### config.mk
export PLATFORM = sky130hd
export DESIGN_NAME = erq_ctrl
export DESIGN_NICKNAME = d
export VERILOG_FILES = /design/src/rtl/erq_pkg.sv /design/src/rtl/erq_ctrl.sv
export SDC_FILE = /design/constraint.sdc
export NUM_CORES = 1
export LEC_CHECK = 0
export ABC_AREA = 1
export ABC_CLOCK_PERIOD_IN_PS = 800
export BUFFER_PORTS_ARGS = -buffer_cell sky130_fd_sc_hd__buf_2
export CORE_AREA = 2 2 39 41
export CTS_CLUSTER_SIZE = 40
export DETAILED_ROUTE_END_ITERATION = 6
export DIE_AREA = 0 0 41 43
export GPL_TIMING_DRIVEN = 0
export PLACE_DENSITY_LB_ADDON = 0.12
export SYNTH_ARGS = -nofsm -noshare
export SYNTH_HDL_FRONTEND = slang
export SYNTH_SLANG_ARGS = --single-unit
export TNS_END_PERCENT = 10
### constraint.sdc
create_clock -name clk -period 0.8 [get_ports clk]
set_clock_uncertainty 0.05 [all_clocks]
set_input_delay 0.08 -clock clk [delete_from_list [all_inputs] [get_ports clk]]
set_output_delay 0.08 -clock clk [all_outputs]
set_load 0.01 [all_outputs]
### src/rtl/erq_pkg.sv
// types and constants shared by the event ring queue modules
// no dependencies
package erq_pkg;

  localparam int FIELD_W  = 32;
  localparam int EVT_W    = 6 * FIELD_W;
  localparam int OCC_W    = 6;
  localparam int CNT_W    = 32;
  localparam int S_DATA_W = EVT_W;
  localparam int M_BITS   = EVT_W + OCC_W + 2 * CNT_W;
  localparam int M_DATA_W = ((M_BITS + 7) / 8) * 8;
  localparam int M_PAD_W  = M_DATA_W - M_BITS;

  localparam logic REQ_PUSH = 1'b0;
  localparam logic REQ_POP  = 1'b1;

  typedef enum logic [0:0] {
    ST_IDLE,
    ST_FETCH
  } state_t;

  typedef struct packed {
    logic accept;
    logic fetch_load;
  } ctrl_cmd_t;

  typedef struct packed {
    logic pop_hit;
  } dp_sts_t;

endpackage

### src/rtl/erq_ctrl.sv
// controller state machine of the event ring queue: handshakes and sequencing
// depends on erq_pkg
module erq_ctrl
  import erq_pkg::*;
(
  input  logic      clk,
  input  logic      rst,
  input  logic      s_tvalid,
  output logic      s_tready,
  output logic      m_tvalid,
  input  logic      m_tready,
  input  dp_sts_t   sts,
  output ctrl_cmd_t cmd
);

  state_t state, state_next;
  logic   out_valid, out_valid_next;

  always_ff @(posedge clk) begin
    if (rst) begin
      state     <= ST_IDLE;
      out_valid <= 1'b0;
    end else begin
      state     <= state_next;
      out_valid <= out_valid_next;
    end
  end

  always_comb begin
    state_next     = state;
    out_valid_next = out_valid && !m_tready;
    s_tready       = 1'b0;
    cmd            = '0;
    unique case (state)
      ST_IDLE: begin
        s_tready   = !out_valid || m_tready;
        cmd.accept = s_tvalid && s_tready;
        if (cmd.accept) begin
          if (sts.pop_hit) begin
            state_next = ST_FETCH;
          end else begin
            out_valid_next = 1'b1;
          end
        end
      end
      ST_FETCH: begin
        cmd.fetch_load = 1'b1;
        out_valid_next = 1'b1;
        state_next     = ST_IDLE;
      end
      default: begin
        state_next = ST_IDLE;
      end
    endcase
  end

  assign m_tvalid = out_valid;

endmodule

==> reports/results.ini, run 1 <==
[sta]
max-slew-margin-rel_pct = 92.1
drv_slew = 0
max_freq_mhz = 979
finalHoldViolCount = 0
worst_pin_slew_ps = 117
setup_viol_count_final = 6
setup_slack_ps = -222
rsz0062_at_grt = yes
finalSetupTns_ps = -754
fin_crit_ps = 1020
finalCritPeriodShare_pct = 128

[detailed_routing]
vias = 143
ant_nets = 0
wl_um = 336
drt_iter0_markers = 0
first_pass_iters = 1
vias_per_cell = 2.98
drt_drc_violations_left = 0
wl_per_cell_um = 7.00

[finish]
fill_cells = 165
final_area_sq_um = 234
area_growth_syn_to_layout_pct = 115
antenna_cells = 0
drive_above_1_share_pct = 71.9
nets = 39

[clocking]
htree_levels = 1
root_buffer = clkbuf_4
max-clock-path-buffers = 2
cts_buffers = 3
clk_latency_ps = 220
cts_tree = yes
clk_pin_slew_worst_paths_ps = 30
cts.sinks = 2

[global_route]
grt_use_total_pct = 4.81
antenna_found_initial = 0
grt_max_degree = 6
grt_pass1_wl_um = 503
overflow = 0
grt_pass1_vias = 138

[placement]
place.gp.congestion = 0.577
place_hpwl_um = 221
postPlaceCellArea_sq_um = 169
io_buffers = 8

[worst_setup_path]
cp.required_ps = 670
path_class = reg2out
worstPathArrival_ps = 890
cp_max_fo = 3
rr_worst_depth = 5
end_kind = primary output
cp-start-kind = flop

[synthesis]
syn_avg_cell_area_sq_um = 6.40
synth_area_sq_um = 109
synth_seq_cells = 2
ys_warn_count = 0
synth_cell_types = 9
synthCells = 17
yosysTopAreaCellShare_pct = 36.8
synthTopCellsByArea = dfxtp_1 (37%), nand2_1 (17%), inv_1 (14%), nor3_2 (9.2%), buf_4 (6.9%)
yosysSeqAreaShare_pct = 36.8
synth_top_area_cell = dfxtp_1
synth_fp_nets = 22

[power_and_ir_drop]
leakage_nw = 0.135
power_density_nw_per_um2 = 1760
ir_drop_uv = 286

[run]
drv_cap = 0

[min_path]
hold_path_class = in2reg
holdPathStages = 4

[floorplanning]
die_area_sq_um = 1760
core_sq_um = 1380
initial_core_util_pct = 7.87
boundaryPins = 9
fp.dieH_um = 43
fp.dieW_um = 41
num_rows = 14

[run_status]
outcome = finished, violations left
violations = setup timing

==> worst paths after layout <==
| check | start | to | slack (ps) |
|---|---|---|---|
| worst max-delay path | m_tvalid | cmd[1] | -220 |
| worst min-delay path | rst | m_tvalid | 40 |
| worst max register to register | m_tvalid | state | -130 |
| worst min register to register | state | state | 400 |
==> cell families after synthesis <==
logic type,count (synthesis),share of synthesized area [%]
buffers and inverters,6,24.1
DFF,2,36.8
AOI/OAI and AO/OA,1,4.59
and+or+nand+nor,8,34.5
==> where the power goes <==
group	switching [W]	internal [W]	total (W)
Combinational	0.0000347	0.0000426	0.0000773
Sequential	0.00000666	0.000105	0.000112
Clock	0.0000569	0.000165	0.000222
Total	0.0000982	0.000314	0.000412
==> through the flow <==
stage / setup slack (ps) / hold WS (ps) / util [%] / total power, W / std cells
finish: -222 / 44.6 / 16.9 / 0.000412 / 48
global route: -262 / 68.8 / 16.9 / 0.000434 / 48
CTS: -247 / 42.1 / 15.5 / 0.000418 / 46
detailed placement: -35.5 / 287 / 12.2 / 0.000171 / 41
global placement: -8.92 / 281 / 12.2 / 0.000169 / 41
floorplan: 21.7 / 176 / - / 0.000144 / 17
==> registers in the layout, summed over array words and instances, names as in the netlist <==
register  count
m_tvalid      1
state         1
==> area by class of cell <==
type                    instances  area, sq um  share of cell area, %
multi-input cells               9         50.0                   21.4
repair buffers                 12         70.1                   29.9
inverters                       5         18.8                   8.02
well taps                      16         20.0                   8.56
plain buffers                   1         7.51                   3.21
clock buffers                   3         22.5                   9.63
flip-flops and latches          2         45.0                   19.3
==> synthesized netlist by cell type (all sizes together) <==
cell type	number
a21oi	1
nor3	1
dfxtp	2
inv	5
nor2	1
nand3	1
buf	1
nand2	5
==> repair_timing <==
item	4_1_cts	5_1_grt
gates resized for setup	4	2
buffers inserted	2	2
hold buffers	0	0
gates cloned	0	0
endpoints found under the hold margin	0	0
setup endpoints to repair	4	6
pin swaps	3	3
==> critical path, stage by stage, from the launching register on <==
cell and delay (ps):
dfxtp_2 320, nand2_2 80, nand2_2 60, nor2_2 80
buf_2 130
==> layer usage <==
layer	vias to the layer above	global-route usage [%]	part of all wire, %
met5	-	0	0
met4	0	6.00	0
met3	0	3.14	14
met2	9	4.69	38
met1	56	5.75	47
li1	78	-	-
==> layout by cell type (no fill, tap or decap) <==
cell	n
a21oi_1	1
buf_2	8
buf_4	5
clkbuf_4	3
dfxtp_2	1
dfxtp_4	1
inv_1	4
inv_2	1
nand2_1	3
nand2_2	2
nand3_1	1
nor2_2	1
nor3_2	1
(Power assumes the default switching activity.)
==> run 2: changes to the inputs <==
--- a/config.mk
+++ b/config.mk
@@ -16,2 +16,3 @@
 export PLACE_DENSITY_LB_ADDON = 0.12
+export REMOVE_ABC_BUFFERS = 1
 export SYNTH_ARGS = -nofsm -noshare
--- a/constraint.sdc
+++ b/constraint.sdc
@@ -4,2 +4,2 @@
 set_output_delay 0.08 -clock clk [all_outputs]
-set_load 0.01 [all_outputs]
+set_load 0.1 [all_outputs]
==> reports/results.ini, run 2 (synthesis results as in run 1) <==
[run_status]
outcome = finished, violations left
violations = setup timing

[min_path]
hold_path_class = in2reg
min_from = rst
holdPathStages = 4  ; unchanged
min_delay_worst_endpoint = m_tvalid

[worst_setup_path]
end_kind = primary output
r2r-end = state
regToRegStartpoint = m_tvalid
path_class = reg2out
cp_max_fo = 3  ; unchanged
cp-start-kind = flop
worstPathArrival_ps = 990  ; +100 ps
reg2reg_slack_ps = -240  ; -110 ps
cp.required_ps = 670  ; about the same
rr_worst_depth = 6  ; +1

[detailed_routing]
wl_per_cell_um = 9.11  ; +30%
first_pass_iters = 3  ; +2
ant_nets = 0  ; unchanged
vias_per_cell = 3.17  ; +6.5%
drt_drc_violations_left = 0  ; unchanged
wl_um = 419  ; +25%
drt_iter0_markers = 2  ; +2
vias = 146  ; +2.1%

[floorplanning]
boundaryPins = 9  ; unchanged
core_sq_um = 1380  ; unchanged
num_rows = 14  ; unchanged
die_area_sq_um = 1760  ; unchanged
initial_core_util_pct = 7.87  ; unchanged
fp.dieW_um = 41  ; unchanged
fp.dieH_um = 43  ; unchanged

[clocking]
cts_tree = yes
htree_levels = 1  ; unchanged
clk_pin_slew_worst_paths_ps = 30  ; about the same
clk_latency_ps = 220  ; about the same
ctsHoldBuffers = 0  ; unchanged
max-clock-path-buffers = 2  ; unchanged
root_buffer = clkbuf_4
cts.sinks = 2  ; unchanged
cts_buffers = 3  ; unchanged

[finish]
nets = 37  ; -5.1%
final_cell_mix = inv_1 (4), clkbuf_4 (4), buf_2 (4)
antenna_cells = 0  ; unchanged
fill_cells = 158  ; -4.2%
area_growth_syn_to_layout_pct = 172
drive_above_1_share_pct = 73.3  ; +1.5 points

[sta]
max_freq_mhz = 895  ; -8.5%
worst_pin_slew_ps = 301  ; +184 ps
drv_slew = 0  ; unchanged
holdWs_ps = 49.9  ; +5.32 ps
rsz0062_at_grt = yes
max-slew-margin-rel_pct = 80.0  ; -12 points
setup_viol_count_final = 5  ; -1
finalCritPeriodShare_pct = 140  ; +12 points
finalHoldViolCount = 0  ; unchanged
fin_crit_ps = 1120  ; +95.5 ps
setup_slack_ps = -317  ; -95.5 ps

[placement]
place.gp.congestion = 0.585  ; +1.4%
io_buffers = 8  ; unchanged
place_hpwl_um = 210  ; -5.1%

[global_route]
antenna_found_initial = 0  ; unchanged
grt_max_degree = 6  ; unchanged
overflow = 0  ; unchanged
grt_pass1_wl_um = 607  ; +21%
grt_use_total_pct = 5.71  ; +0.90 points
grt_pass1_vias = 172  ; +25%

[power_and_ir_drop]
power_density_nw_per_um2 = 1900  ; +8.1%
leakage_nw = 0.156  ; +16%
ir_drop_uv = 379  ; +33%
p_total_w = 0.000564  ; +37%

[run]
drv_cap = 0  ; unchanged

[run 2: cell types whose count changed in the layout (fill, tap and decap cells not counted), sizes merged]
cell | previous run | this run
clkbuf | 3 | 4
buf | 13 | 10
[run 2: worst max-delay path by stage]
stage | from | endpoint | slack [ps] | cells past startpoint
2_1_floorplan | state | s_tready | -1640 | 1
3_3_place_gp | m_tvalid | cmd[1] | -310 | 4
3_5_place_dp | m_tvalid | cmd[1] | -310 | 4
4_1_cts | m_tvalid | cmd[1] | -350 | 4
5_1_grt | m_tvalid | cmd[1] | -350 | 4
6_report | m_tvalid | cmd[1] | -320 | 4
[run 2: critical path, cell delays in order (launching register included)]
cell and delay (ps):
dfxtp_2 330, nand2_4 70, nand2_4 60, nor2_4 110
buf_12 180
[run 2: repair_timing]
action,4_1_cts,5_1_grt
buffers inserted,4,0
pin swaps,4,1
hold endpoints to repair,0,0
endpoints found under the setup margin,4,5
gates cloned,0,0
resized for setup,21,5
[run 2: area by class of cell]
| type | instances | area (sq um) | area share, % |
|---|---|---|---|
| timing repair buffer | 11 | 121 | 40.9 |
| tap | 16 | 20.0 | 6.75 |
| multi-input combinational | 9 | 68.8 | 23.2 |
| inverter | 5 | 18.8 | 6.33 |
| sequential | 2 | 45.0 | 15.2 |
| clock buffer | 3 | 22.5 | 7.59 |
[run 2: metal layers]
metal	vias up	part of all wire, %	global-route usage, %
met3	0	11	3.66
met1	62	45	4.78
met4	0	0	6.00
met2	9	43	8.13
met5	-	0	0
li1	75	-	-
[run 2: power breakdown]
part | internal (W) | switching (W)
combinational | 0.0000823 | 0.000142
sequential | 0.000106 | 0.0000117
clock | 0.000165 | 0.0000568
total | 0.000353 | 0.000211
[run 2: stage by stage]
step                TNS [ps]  cells  util (%)  setup WS, ps  instance area, sq um
finish                 -1230     46      21.4          -317                   297
global route           -1380     46      21.4          -354                   297
CTS                    -1370     46      19.8          -348                   274
detailed placement      -813     40      11.7          -307                   161
global placement        -794     40      11.7          -307                   161
floorplan              -5010     16         -         -1640                   101
